### src/sv/gbei_pkg.sv
package gbei_pkg;

   // Command codes of an input item.
   typedef enum logic [1:0] {
      CMD_READ   = 2'd0,
      CMD_WRITE  = 2'd1,
      CMD_BUTTON = 2'd2,
      CMD_NONE   = 2'd3
   } gbei_command_type;

   // Pads whose level comes from outside the register word.
   localparam logic [6:0] PAD_CARD_DETECT = 7'h47;
   localparam logic [6:0] PAD_KEY_DOWN    = 7'h4a;
   localparam logic [6:0] PAD_KEY_LEFT    = 7'h4b;

   // Bit positions inside a pad word.
   localparam int BIT_LEVEL = 2;
   localparam int BIT_MASK  = 4;
   localparam int BIT_CLEAR = 6;

   // Controller states.
   typedef enum logic {
      ST_IDLE,
      ST_EXEC
   } gbei_state_type;

   // Commands from the controller to the datapath.
   typedef struct packed {
      logic capture;
      logic commit;
   } gbei_ctrl_type;

endpackage

### src/sv/gbei_if.sv
// Request channel: one bus access or button update per item.
interface gbei_req_if;
   logic       valid;
   logic       ready;
   logic [1:0] command;
   logic [6:0] reg_index;
   logic [15:0] write_data;
   logic [1:0] button_mask;

   modport source (output valid, command, reg_index, write_data, button_mask, input ready);
   modport sink   (input valid, command, reg_index, write_data, button_mask, output ready);
endinterface

// Response channel: read data and interrupt level after each item.
interface gbei_rsp_if;
   logic        valid;
   logic        ready;
   logic [15:0] read_data;
   logic        irq_level;

   modport source (output valid, read_data, irq_level, input ready);
   modport sink   (input valid, read_data, irq_level, output ready);
endinterface

// Configuration channel: card-present setting.
interface gbei_csr_if;
   logic valid;
   logic ready;
   logic card_inserted;

   modport source (output valid, card_inserted, input ready);
   modport sink   (input valid, card_inserted, output ready);
endinterface

### src/sv/gbei_ctrl.sv
module gbei_ctrl (
   input  logic                   clock,
   input  logic                   reset,
   input  logic                   req_valid,
   output logic                   req_ready,
   output logic                   rsp_valid,
   input  logic                   rsp_ready,
   output gbei_pkg::gbei_ctrl_type ctrl
);
   import gbei_pkg::*;

   gbei_state_type state_ff, state_in;
   logic           rsp_valid_ff, rsp_valid_in;
   logic           out_free;

   // State and response-valid registers.
   always_ff @(posedge clock) begin
      if (reset) begin
         state_ff     <= ST_IDLE;
         rsp_valid_ff <= 1'b0;
      end else begin
         state_ff     <= state_in;
         rsp_valid_ff <= rsp_valid_in;
      end
   end

   assign out_free = !rsp_valid_ff || rsp_ready;

   // Next state and commands to the datapath.
   always_comb begin
      state_in     = state_ff;
      rsp_valid_in = rsp_valid_ff && !rsp_ready;
      req_ready    = 1'b0;
      ctrl         = '0;
      unique case (state_ff)
         ST_IDLE: begin
            req_ready    = 1'b1;
            ctrl.capture = req_valid;
            if (req_valid) begin
               state_in = ST_EXEC;
            end
         end
         ST_EXEC: begin
            // The item finishes once the output register can take its result.
            if (out_free) begin
               ctrl.commit  = 1'b1;
               rsp_valid_in = 1'b1;
               state_in     = ST_IDLE;
            end
         end
         default: begin
            state_in = ST_IDLE;
         end
      endcase
   end

   assign rsp_valid = rsp_valid_ff;

endmodule

### src/sv/gbei_dp.sv
module gbei_dp #(
   parameter int NUM_PADS = 128
) (
   input  logic                    clock,
   input  logic                    reset,
   input  gbei_pkg::gbei_ctrl_type ctrl,
   input  logic [1:0]              req_command,
   input  logic [6:0]              req_reg_index,
   input  logic [15:0]             req_write_data,
   input  logic [1:0]              req_button_mask,
   input  logic                    csr_we,
   input  logic                    csr_card_inserted,
   output logic [15:0]             rsp_read_data,
   output logic                    rsp_irq_level
);
   import gbei_pkg::*;

   localparam int AW = $clog2(NUM_PADS);
   localparam int CW = $clog2(NUM_PADS + 1);
   localparam int XW = (AW > 7) ? AW + 1 : 8;

   localparam logic [AW-1:0] ADDR_KEY_DOWN = AW'(PAD_KEY_DOWN);
   localparam logic [AW-1:0] ADDR_KEY_LEFT = AW'(PAD_KEY_LEFT);

   // Pad word memory with per-entry written flags.
   logic [15:0]         mem [NUM_PADS];
   logic [15:0]         mem_q_ff;
   logic [NUM_PADS-1:0] written_ff;
   logic                written_q_ff;

   // Edge state.
   logic [NUM_PADS-1:0] pending_ff, pending_in;
   logic                pend_q_ff;
   logic [CW-1:0]       active_cnt_ff, active_cnt_in;
   logic [1:0]          buttons_ff, buttons_in;
   logic [1:0]          key_mask_ff, key_mask_in;
   logic                card_ff;

   // Captured item.
   gbei_command_type    cmd_ff;
   logic [6:0]          idx_ff;
   logic [AW-1:0]       addr_ff;
   logic                in_range_ff;
   logic [15:0]         data_ff;
   logic [1:0]          btn_ff;

   // Output register.
   logic [15:0]         read_data_ff, read_data_in;
   logic                irq_ff, irq_in;

   logic [AW-1:0]       req_addr;
   logic                req_in_range;
   logic [15:0]         old_word;
   logic                is_cd, is_kd, is_kl;
   logic                do_write, do_button;
   logic                pend_old, pend_new, act_old, act_new, edge_hit;
   logic                fall_down, fall_left, inc_down, inc_left;
   logic [1:0]          inc_cnt;
   logic                dec_cnt;

   assign req_addr     = AW'(req_reg_index);
   assign req_in_range = XW'(req_reg_index) < XW'(NUM_PADS);

   // Capture the item at acceptance.
   always_ff @(posedge clock) begin
      if (ctrl.capture) begin
         cmd_ff      <= gbei_command_type'(req_command);
         idx_ff      <= req_reg_index;
         addr_ff     <= req_addr;
         in_range_ff <= req_in_range;
         data_ff     <= req_write_data;
         btn_ff      <= req_button_mask;
      end
   end

   // Memory read at capture, write at commit.
   always_ff @(posedge clock) begin
      if (ctrl.capture && req_in_range) begin
         mem_q_ff <= mem[req_addr];
      end
      if (ctrl.commit && do_write) begin
         mem[addr_ff] <= data_ff;
      end
   end

   // Written flags: an entry never written reads as zero. The addressed pad's
   // pending flag is read here too; it cannot change before the commit.
   always_ff @(posedge clock) begin
      if (reset) begin
         written_ff   <= '0;
         written_q_ff <= 1'b0;
         pend_q_ff    <= 1'b0;
      end else begin
         if (ctrl.capture) begin
            written_q_ff <= req_in_range && written_ff[req_addr];
            pend_q_ff    <= req_in_range && pending_ff[req_addr];
         end
         if (ctrl.commit && do_write) begin
            written_ff[addr_ff] <= 1'b1;
         end
      end
   end

   assign old_word = written_q_ff ? mem_q_ff : 16'h0000;

   assign is_cd     = idx_ff == PAD_CARD_DETECT;
   assign is_kd     = idx_ff == PAD_KEY_DOWN;
   assign is_kl     = idx_ff == PAD_KEY_LEFT;
   assign do_write  = cmd_ff == CMD_WRITE && in_range_ff;
   assign do_button = cmd_ff == CMD_BUTTON;

   // Register write: an ordinary pad's level is its word's level bit, so only the
   // written pad can see a falling edge; external pads keep their level.
   always_comb begin
      pend_old = pend_q_ff;
      edge_hit = !(is_cd || is_kd || is_kl) && old_word[BIT_LEVEL]
                 && !data_ff[BIT_LEVEL] && !data_ff[BIT_MASK];
      pend_new = (pend_old && !data_ff[BIT_CLEAR]) || edge_hit;
      act_old  = pend_old && !old_word[BIT_MASK];
      act_new  = pend_new && !data_ff[BIT_MASK];
   end

   // Button change: a key pad falls when its button is newly pressed.
   assign fall_down = btn_ff[0] && !buttons_ff[0] && !key_mask_ff[0];
   assign fall_left = btn_ff[1] && !buttons_ff[1] && !key_mask_ff[1];
   assign inc_down  = do_button && fall_down && !pending_ff[ADDR_KEY_DOWN];
   assign inc_left  = do_button && fall_left && !pending_ff[ADDR_KEY_LEFT];

   // Count of pending unmasked pads; the interrupt is this count being nonzero.
   always_comb begin
      inc_cnt = 2'(inc_down) + 2'(inc_left) + 2'(do_write && act_new && !act_old);
      dec_cnt = do_write && act_old && !act_new;
      active_cnt_in = active_cnt_ff + CW'(inc_cnt) - CW'(dec_cnt);
   end

   // Pending flags, buttons and key mask bits.
   always_comb begin
      pending_in  = pending_ff;
      buttons_in  = buttons_ff;
      key_mask_in = key_mask_ff;
      if (do_write) begin
         pending_in[addr_ff] = pend_new;
         if (is_kd) begin
            key_mask_in[0] = data_ff[BIT_MASK];
         end
         if (is_kl) begin
            key_mask_in[1] = data_ff[BIT_MASK];
         end
      end
      if (do_button) begin
         buttons_in = btn_ff;
         if (fall_down) begin
            pending_in[ADDR_KEY_DOWN] = 1'b1;
         end
         if (fall_left) begin
            pending_in[ADDR_KEY_LEFT] = 1'b1;
         end
      end
   end

   always_ff @(posedge clock) begin
      if (reset) begin
         pending_ff    <= '0;
         active_cnt_ff <= '0;
         buttons_ff    <= '0;
         key_mask_ff   <= '0;
      end else if (ctrl.commit) begin
         pending_ff    <= pending_in;
         active_cnt_ff <= active_cnt_in;
         buttons_ff    <= buttons_in;
         key_mask_ff   <= key_mask_in;
      end
   end

   // Card-present setting.
   always_ff @(posedge clock) begin
      if (reset) begin
         card_ff <= 1'b0;
      end else if (csr_we) begin
         card_ff <= csr_card_inserted;
      end
   end

   // Read data with the active-low level of the external pads patched in.
   always_comb begin
      read_data_in = 16'h0000;
      if (cmd_ff == CMD_READ && in_range_ff) begin
         read_data_in = old_word;
         if (is_cd) begin
            read_data_in[BIT_LEVEL] = !card_ff;
         end
         if (is_kd) begin
            read_data_in[BIT_LEVEL] = !buttons_ff[0];
         end
         if (is_kl) begin
            read_data_in[BIT_LEVEL] = !buttons_ff[1];
         end
      end
      irq_in = active_cnt_in != '0;
   end

   always_ff @(posedge clock) begin
      if (ctrl.commit) begin
         read_data_ff <= read_data_in;
         irq_ff       <= irq_in;
      end
   end

   assign rsp_read_data = read_data_ff;
   assign rsp_irq_level = irq_ff;

endmodule

### src/sv/gpio_bank_edge_interrupt_top.sv
// Bank of 16-bit pad registers with falling-edge interrupts. Each request item
// reads a pad word, writes one (bit 6 of the word clears that pad's pending
// flag), or sets the held buttons; each gives exactly one response item with the
// read data (zero unless a read) and the interrupt level after the item. The
// card-detect pad and the two key pads report an active-low level in bit 2,
// taken from the card-present setting and the held buttons. An item first does
// the registered read of the pad-word memory and then the update and write-back;
// a response not yet taken holds the update step. A new item is accepted while
// a finished response still waits. The interrupt comes from a count of pending
// unmasked pads kept beside the pending flags. No clearing pass follows reset.
// The card-present setting may be written at any time the bank is idle and is
// taken in the same cycle.
module gpio_bank_edge_interrupt_top #(
   parameter int NUM_PADS = 128
) (
   input logic        clock,
   input logic        reset,
   gbei_req_if.sink   req,
   gbei_rsp_if.source rsp,
   gbei_csr_if.sink   csr
);
   import gbei_pkg::*;

   gbei_ctrl_type ctrl;

   assign csr.ready = 1'b1;

   // Sequencing of each item.
   gbei_ctrl u_ctrl (
      .clock     (clock),
      .reset     (reset),
      .req_valid (req.valid),
      .req_ready (req.ready),
      .rsp_valid (rsp.valid),
      .rsp_ready (rsp.ready),
      .ctrl      (ctrl)
   );

   // Pad words, pending flags and interrupt count.
   gbei_dp #(
      .NUM_PADS (NUM_PADS)
   ) u_dp (
      .clock             (clock),
      .reset             (reset),
      .ctrl              (ctrl),
      .req_command       (req.command),
      .req_reg_index     (req.reg_index),
      .req_write_data    (req.write_data),
      .req_button_mask   (req.button_mask),
      .csr_we            (csr.valid && csr.ready),
      .csr_card_inserted (csr.card_inserted),
      .rsp_read_data     (rsp.read_data),
      .rsp_irq_level     (rsp.irq_level)
   );

`ifndef SYNTHESIS
   // An accepted item keeps the bank busy in the next cycle.
   a_busy_after_accept: assert property (@(posedge clock) disable iff (reset)
      req.valid && req.ready |=> !req.ready)
      else $error("item accepted in back-to-back cycles");

   // A response appears only out of the busy cycle of an item.
   a_rsp_from_busy: assert property (@(posedge clock) disable iff (reset)
      $rose(rsp.valid) |-> !$past(req.ready))
      else $error("response raised without an item in progress");

   // Reset leaves no response pending.
   a_reset_clears_rsp: assert property (@(posedge clock)
      reset |=> !rsp.valid)
      else $error("response valid after reset");
`endif

endmodule
### src/flat_wrapper.sv
// flat-port wrapper written by rule: the top's interface ports become plain ports
module gpio_bank_edge_interrupt_top_flat import gbei_pkg::*;
#(
   parameter int NUM_PADS = 128
)
  (clock, reset, req_valid, req_command, req_reg_index, req_write_data, req_button_mask, req_ready, rsp_valid, rsp_read_data, rsp_irq_level, rsp_ready, csr_valid, csr_card_inserted, csr_ready);
  gbei_req_if req_i ();
  gbei_rsp_if rsp_i ();
  gbei_csr_if csr_i ();
  input logic clock;
  input logic reset;
  input wire logic [$bits(req_i.valid)-1:0] req_valid;
  input wire logic [$bits(req_i.command)-1:0] req_command;
  input wire logic [$bits(req_i.reg_index)-1:0] req_reg_index;
  input wire logic [$bits(req_i.write_data)-1:0] req_write_data;
  input wire logic [$bits(req_i.button_mask)-1:0] req_button_mask;
  output wire logic [$bits(req_i.ready)-1:0] req_ready;
  output wire logic [$bits(rsp_i.valid)-1:0] rsp_valid;
  output wire logic [$bits(rsp_i.read_data)-1:0] rsp_read_data;
  output wire logic [$bits(rsp_i.irq_level)-1:0] rsp_irq_level;
  input wire logic [$bits(rsp_i.ready)-1:0] rsp_ready;
  input wire logic [$bits(csr_i.valid)-1:0] csr_valid;
  input wire logic [$bits(csr_i.card_inserted)-1:0] csr_card_inserted;
  output wire logic [$bits(csr_i.ready)-1:0] csr_ready;
  assign req_i.valid = req_valid;
  assign req_i.command = req_command;
  assign req_i.reg_index = req_reg_index;
  assign req_i.write_data = req_write_data;
  assign req_i.button_mask = req_button_mask;
  assign req_ready = req_i.ready;
  assign rsp_valid = rsp_i.valid;
  assign rsp_read_data = rsp_i.read_data;
  assign rsp_irq_level = rsp_i.irq_level;
  assign rsp_i.ready = rsp_ready;
  assign csr_i.valid = csr_valid;
  assign csr_i.card_inserted = csr_card_inserted;
  assign csr_ready = csr_i.ready;
  gpio_bank_edge_interrupt_top #(.NUM_PADS(NUM_PADS)) u_core (.clock(clock), .reset(reset), .req(req_i), .rsp(rsp_i), .csr(csr_i));
endmodule
### config.mk
export PLATFORM = sky130hd
export DESIGN_NAME = gpio_bank_edge_interrupt_top_flat
export DESIGN_NICKNAME = d
export VERILOG_FILES = /design/src/sv/gbei_pkg.sv /design/src/sv/gbei_if.sv /design/src/sv/gbei_ctrl.sv /design/src/sv/gbei_dp.sv /design/src/sv/gpio_bank_edge_interrupt_top.sv /design/src/flat_wrapper.sv
export SDC_FILE = /design/constraint.sdc
export NUM_CORES = 2
export LEC_CHECK = 0
export ABC_AREA = 0
export BUFFER_PORTS_ARGS = -buffer_cell sky130_fd_sc_hd__buf_4
export CAP_MARGIN = 20
export CORE_UTILIZATION = 60
export DETAILED_ROUTE_END_ITERATION = 16
export GPL_ROUTABILITY_DRIVEN = 0
export PLACE_DENSITY = 0.76
export SYNTH_ARGS = -nofsm -noshare
export SYNTH_HDL_FRONTEND = slang
export SYNTH_SLANG_ARGS = --single-unit
### constraint.sdc
create_clock -name clock -period 7.57 [get_ports clock]
set_input_delay 0.3785 -clock clock [delete_from_list [all_inputs] [get_ports clock]]
set_output_delay 0.3785 -clock clock [all_outputs]
set_load 0.05 [all_outputs]
# Yosys cells after proc, flatten, opt, wreduce, memory -nomap -nowiden
# Memory sizes are Yosys's and may differ from the RTL's. A register that Yosys moved wholly into a read port is not among the register bits.
# Cells that the tools add are included.
# classes
add_sub_neg	4
n_lt_le_gt_ge	3
eq_ne	5
muxes	26
n_bitwise	2
reduce_logical	48
# op_table
cell	n
128-bit bitwise mux	1
128-bit OR	1
76-bit two-way mux	1
7-bit == test (second input constant)	3
1-bit logical AND	21
1-bit two-way mux	18
1-bit zero test	16
7-bit by 8-bit < comparator with 1-bit output (second input constant)	2
1-bit binary-select mux with 7-bit select	2
8-bit by 2-bit adder with 8-bit output	1
8-bit nonzero test	1
8-bit by 1-bit subtractor with 8-bit output	1
1-bit demux with 7-bit select	1
7-bit by 1-bit >= comparator with 1-bit output (second input constant)	1
2-bit AND reduction	3
3-bit AND reduction	2
5-bit two-way mux	1
1-bit logical OR	4
1-bit by 1-bit adder with 2-bit output	1
2-bit by 1-bit adder with 2-bit output	1
2-bit by 1-bit == test with 1-bit output (second input constant)	1
2-bit == test (second input constant)	1
2-bit zero test	1
2-bit two-way mux	1
2 further kinds	2
# totals
register_bits	317
mem_bits_rw	2048
out_inout_bits	20
memories	1
# memory_table
name	depth	word_bits	rd	rd_clocked_by_memory_dff	write_ports	line	text
u_core.u_dp.mem	128	16	1	1	1	gbei_dp.sv:26	logic [15:0] mem [NUM_PADS];

# Longest topological paths before layout
# depth
word_depth	15
mapped_depth	21
ltp_nobuf	18

# Modules after synthesis
# From an unflattened synthesis, not the netlist that was laid out.
# hier_totals
cells_unflattened	4463
hier_area_um2	91477.7
# modules_own_cells
mod	n_inst	cells_per_inst	area_per_inst_um2
gbei_dp	1	4452	91378.9
gbei_ctrl	1	9	87.6
gpio_bank_edge_interrupt_top	1	2	11.3

# Least setup slack after synthesis
# OpenSTA, ideal clock, no wires.
# synth_timing
kind	register -> register
start	register u_core.u_dp.data_ff[6]
end	register u_core.u_dp.irq_ff (netlist: u_core.u_dp.rsp_irq_level), data pin
setup_ps	271
t_arrival_ps	5167
required_ps	7299
slack_ps	2132
path_stages_with_launch	18
n_path_buf	1
period_less_slack_ps	5438
cell_sequence	edfxtp_1 > nor2b_1 > a31oi_4 > buf_4 > nor2_1 > nor3_1 > ha_1 > fa_1 > inv_1 > ha_1 > inv_1 > fa_1 > nor2b_1 > o21a_1 > o21ai_0 > nor4b_1 > a2111oi_0 > nand4_1
# synth_between
elab_chain_len	10
# synth_lines
element	line	text
start, declared	gbei_dp.sv:44	logic [15:0] data_ff;
start signal, assigned	gbei_dp.sv:71	data_ff <= req_write_data;
1-bit zero test (*)	gbei_dp.sv:118	pend_new = (pend_old && !data_ff[BIT_CLEAR]) || edge_hit;
1-bit logical AND (*)	gbei_dp.sv:118	
1-bit logical OR (*)	gbei_dp.sv:118	
1-bit logical AND (*)	gbei_dp.sv:120	act_new = pend_new && !data_ff[BIT_MASK];
1-bit logical AND (2 in series)	gbei_dp.sv:131	inc_cnt = 2'(inc_down) + 2'(inc_left) + 2'(do_write && act_new && !act_old);
2-bit by 1-bit adder with 2-bit output	gbei_dp.sv:131	
8-bit by 2-bit adder with 8-bit output	gbei_dp.sv:133	active_cnt_in = active_cnt_ff + CW'(inc_cnt) - CW'(dec_cnt);
8-bit by 1-bit subtractor with 8-bit output (*)	gbei_dp.sv:133	
8-bit nonzero test (*)	gbei_dp.sv:199	irq_in = active_cnt_in != '0;
net u_core.u_dp.irq_in	gbei_dp.sv:49	logic irq_ff, irq_in;
end signal, assigned	gbei_dp.sv:205	irq_ff <= irq_in;
end, declared	gbei_dp.sv:49	
# Mark *: on every way through the listed nets, which the timed path passes. The rest lies on a longest branch.
# A chain may end at the register's enable or synchronous reset.

==> out/summary.txt <==
result of the run: finished, violations left
violations in the final reports: hold timing
max-slew violations: 0
Flop pwr share: 53.6%
Gate Count Post-Synth: 4506
fillcell total: 9264
buffer and inverter count on the worst path: 2
buffers added on ports: 51
floorplan die width: 393 um
global-route wire length before repair: 322000 um
leakage: 32.7 nW
FF+latch area: 68800 um2
async set-or-reset flop fraction in the synthesized netlist: 0%
cells along the critical path: or4b_1 > nor2_2 > nor4_2 > a31oi_4 > nor2_1 > nor3_1 > ha_1 > fa_1 > inv_1 > ha_1 > inv_1 > fa_1 > nor2b_1 > o21a_1 > o21ai_0 > nor4b_1 > a2111oi_0 > nand4_1
Tightest Hold Check Type: in2reg
number of I/O pins: 53
number of buffers inserted during clock tree synthesis: 223
area of the die: 154000 um2
drt total wl: 223000 um
drt initial violations: 5862
cell type with the highest aggregate area in the netlist: sky130_fd_sc_hd__edfxtp_1
grt peak-use layer: met2
Pwr Density: 260 nW/um2
number of placement rows: 142
Worst Tran Pin Value: 1.23 ns
Max Buffers Root-to-Sink: 3
Setup TNS Final: 0 ns
residual overflow from global routing: 0
global router's overall resource usage: 29.5%
number of antenna violations at the first check in global routing: 1
number of clock sinks: 2381
Max VDD drop: 0.000209 V
shortest period the worst path allows: 5.05 ns
DIE HEIGHT: 393 um
category of the worst setup path capture point: flop
skew final: 0.0241 ns
Synth warnings: 0
Critical Path AT: 5.63 ns
TritonCTS clock tree: yes
met2 layer usage reported by global route: 45.0%
detailed-placement wirelength estimate: 123000 um
library cell with the highest instance count after synthesis: sky130_fd_sc_hd__edfxtp_1
Setup CP Type: reg2reg
CP peak stage delay: 0.88 ns
grt met1 use: 42.0%
final setup fails: 0
cell with the largest stage delay on the worst path: sky130_fd_sc_hd__or4b_1
number of synthesized flops with an enable pin: 2108
Starting Density: 60.8%
core outline area: 151000 um2
WL/cell: 32.0 um
maximum level of the CTS H-tree: 4
root buffer cell: sky130_fd_sc_hd__clkbuf_16
number of library cell types mapped by synthesis: 58
Worst Path Required: 8.15 ns
max_cap viols: 0
startpoint type of the worst setup path: flop
clock slew at the register clock pins of the worst setup and hold paths: 0.06 ns
Internal Power: 21.2 mW
hold_ws: -0.0332 ns
clock share of power: 41.3%
highest fanout seen on the critical path: 9
ranking of synthesized cells by area: sky130_fd_sc_hd__edfxtp_1, sky130_fd_sc_hd__mux4_2, sky130_fd_sc_hd__dfxtp_1, sky130_fd_sc_hd__mux2i_1, sky130_fd_sc_hd__nor2_1
Final #Nets: 4817
final count of hold timing violations: 1
slack of the critical path: 2.52 ns
via count of the routed design: 47044
area of the multi-input gates: 21700 um2
cell family contributing the most delay on the critical path: simple AND/OR/NAND/NOR gates
number of iterations in the first detailed-routing pass: 6
post_cts resized: 0
fraction of final layout cells with drive strength greater than 1: 26.5%
Antenna Violating Nets Remaining: 0
switching pwr: 5.65 mW
average instance area after synthesis: 20.3 um2
period utilization: 66.7%
global routing met3 resource utilization: 6.41%
via count of the first global-routing pass: 46651
leading register cell type out of synthesis: sky130_fd_sc_hd__edfxtp_1
register area share after synthesis: 75.1%
Max Clock Freq: 198 MHz
number of storage elements in the synthesis netlist: 2381
synth cell count leaders: sky130_fd_sc_hd__edfxtp_1, sky130_fd_sc_hd__mux4_2, sky130_fd_sc_hd__nor2_1
worst slack, placed: 2.62 ns
Net Sw Frac: 21.1%
Slew HR: 18.0%
power share of the combinational group: 5.1%
Clock Latency Late Sink: 0.85 ns
final routed DRC violation total: 0
largest net degree at the start of global routing: 135
Post-Syn Nets: 4555
relative area change from synthesis to final layout: 12.5%
post-detailed-route via-to-cell ratio: 6.74
portion of synthesized cell area occupied by the leading cell type: 69.2%
RSZ-0062 raised after global routing: false
netlist area before placement: 91500 um2
==> repair_timing <==
item / in CTS / in global routing
hold endpoints to repair: 24 / 0
hold buffers: 25 / 0
buffers inserted: 0 / 0
==> worst paths after layout <==
kind	start	endpoint	depth (start not counted)	slack, ns
setup / recovery	u_core.u_dp.addr_ff[4]	u_core.u_dp.rsp_irq_level	18	2.52
hold / removal	reset	u_core.u_dp.card_ff	2	-0.03
setup reg to reg	u_core.u_dp.addr_ff[4]	u_core.u_dp.rsp_irq_level	18	2.52
hold reg to reg	u_core.u_dp.active_cnt_ff[0]	u_core.u_dp.active_cnt_ff[0]	2	0.46
==> layer usage <==
metal / wire, um / share of wire [%]
met2: 105000 / 47
met4: 9050 / 4.1
met3: 24200 / 11
met5: 7 / 0.0031
met1: 84900 / 38
==> worst reg2reg max path, stage by stage, from the launching register on <==
cell                        delay [ns]
sky130_fd_sc_hd__edfxtp_1         0.51
sky130_fd_sc_hd__or4b_1           0.88
sky130_fd_sc_hd__nor2_2           0.29
sky130_fd_sc_hd__nor4_2           0.10
sky130_fd_sc_hd__a31oi_4          0.19
sky130_fd_sc_hd__nor2_1           0.07
sky130_fd_sc_hd__nor3_1           0.25
sky130_fd_sc_hd__ha_1             0.29
sky130_fd_sc_hd__fa_1             0.43
sky130_fd_sc_hd__inv_1            0.07
sky130_fd_sc_hd__ha_1             0.15
sky130_fd_sc_hd__inv_1            0.06
sky130_fd_sc_hd__fa_1             0.46
sky130_fd_sc_hd__nor2b_1          0.13
sky130_fd_sc_hd__o21a_1           0.14
sky130_fd_sc_hd__o21ai_0          0.11
sky130_fd_sc_hd__nor4b_1          0.18
sky130_fd_sc_hd__a2111oi_0        0.35
sky130_fd_sc_hd__nand4_1          0.14
==> cells by family after synthesis <==
kind of cell    after synthesis  synth area share, %
flops                      2381                 75.1
mux                         826                 17.6
simple gates                666                 3.05
compound gates              333                 2.53
buf+inv                     278                 1.43
fa+ha+maj                    16                0.235
xor+xnor                      5               0.0479
other cells                   1              0.00410
==> power by group through the flow <==
stage | Sequential, mW | Combinational (mW) | Clock [mW]
finish | 14.4 | 1.37 | 11.1
global route | 14.4 | 1.43 | 11.7
CTS | 14.4 | 1.35 | 11.2
detailed placement | 14.7 | 1.33 | 0
global placement | 14.7 | 1.31 | 0
floorplan | 14.8 | 0.760 | 0
==> layout by cell type, fill, tap and decap left out, types with 68 or more instances in the layout <==
cell type                   instances
sky130_fd_sc_hd__a211oi_1         102
sky130_fd_sc_hd__o22ai_1           68
sky130_fd_sc_hd__mux2i_1          198
sky130_fd_sc_hd__buf_4            235
sky130_fd_sc_hd__mux4_2           624
sky130_fd_sc_hd__nor2_2            80
sky130_fd_sc_hd__clkbuf_1          68
sky130_fd_sc_hd__edfxtp_1        2108
sky130_fd_sc_hd__dfxtp_1          273
sky130_fd_sc_hd__nor2_1           396
sky130_fd_sc_hd__clkbuf_16        228
==> layout make-up <==
class                           instances  area share, %
Antenna cell                            2        0.00486
Tap cell                             2016           2.45
Clock inverter                        110           1.06
Sequential cell                      2381           66.8
Timing Repair Buffer                  294           2.62
Multi-Input combinational cell       1847           21.1
Inverter                               21         0.0765
Clock buffer                          308           5.95
==> sequential cells by signal (all words and copies together), names as in the netlist, 2 cells and up <==
name,flops
u_core.u_dp.mem,2048
u_core.u_dp.pending_ff,128
u_core.u_dp.written_ff,128
u_core.u_dp.data_ff,16
u_core.u_dp.mem_q_ff,16
u_core.u_dp.rsp_read_data,16
u_core.u_dp.active_cnt_ff,8
u_core.u_dp.addr_ff,7
u_core.u_dp.btn_ff,2
u_core.u_dp.buttons_ff,2
u_core.u_dp.cmd_ff,2
u_core.u_dp.key_mask_ff,2
==> per-stage QoR <==
step                util [%]  instance area [um2]  instances  total power [mW]
finish                  68.4               103000       6979              26.8
global route            68.4               103000       6977              27.5
CTS                     68.2               103000       6966              26.9
detailed placement      63.3                95400       6523              16.0
global placement        63.1                95100       6511              16.0
floorplan                  -                91500       4506              15.5
Power figures use the tool's default switching activity.
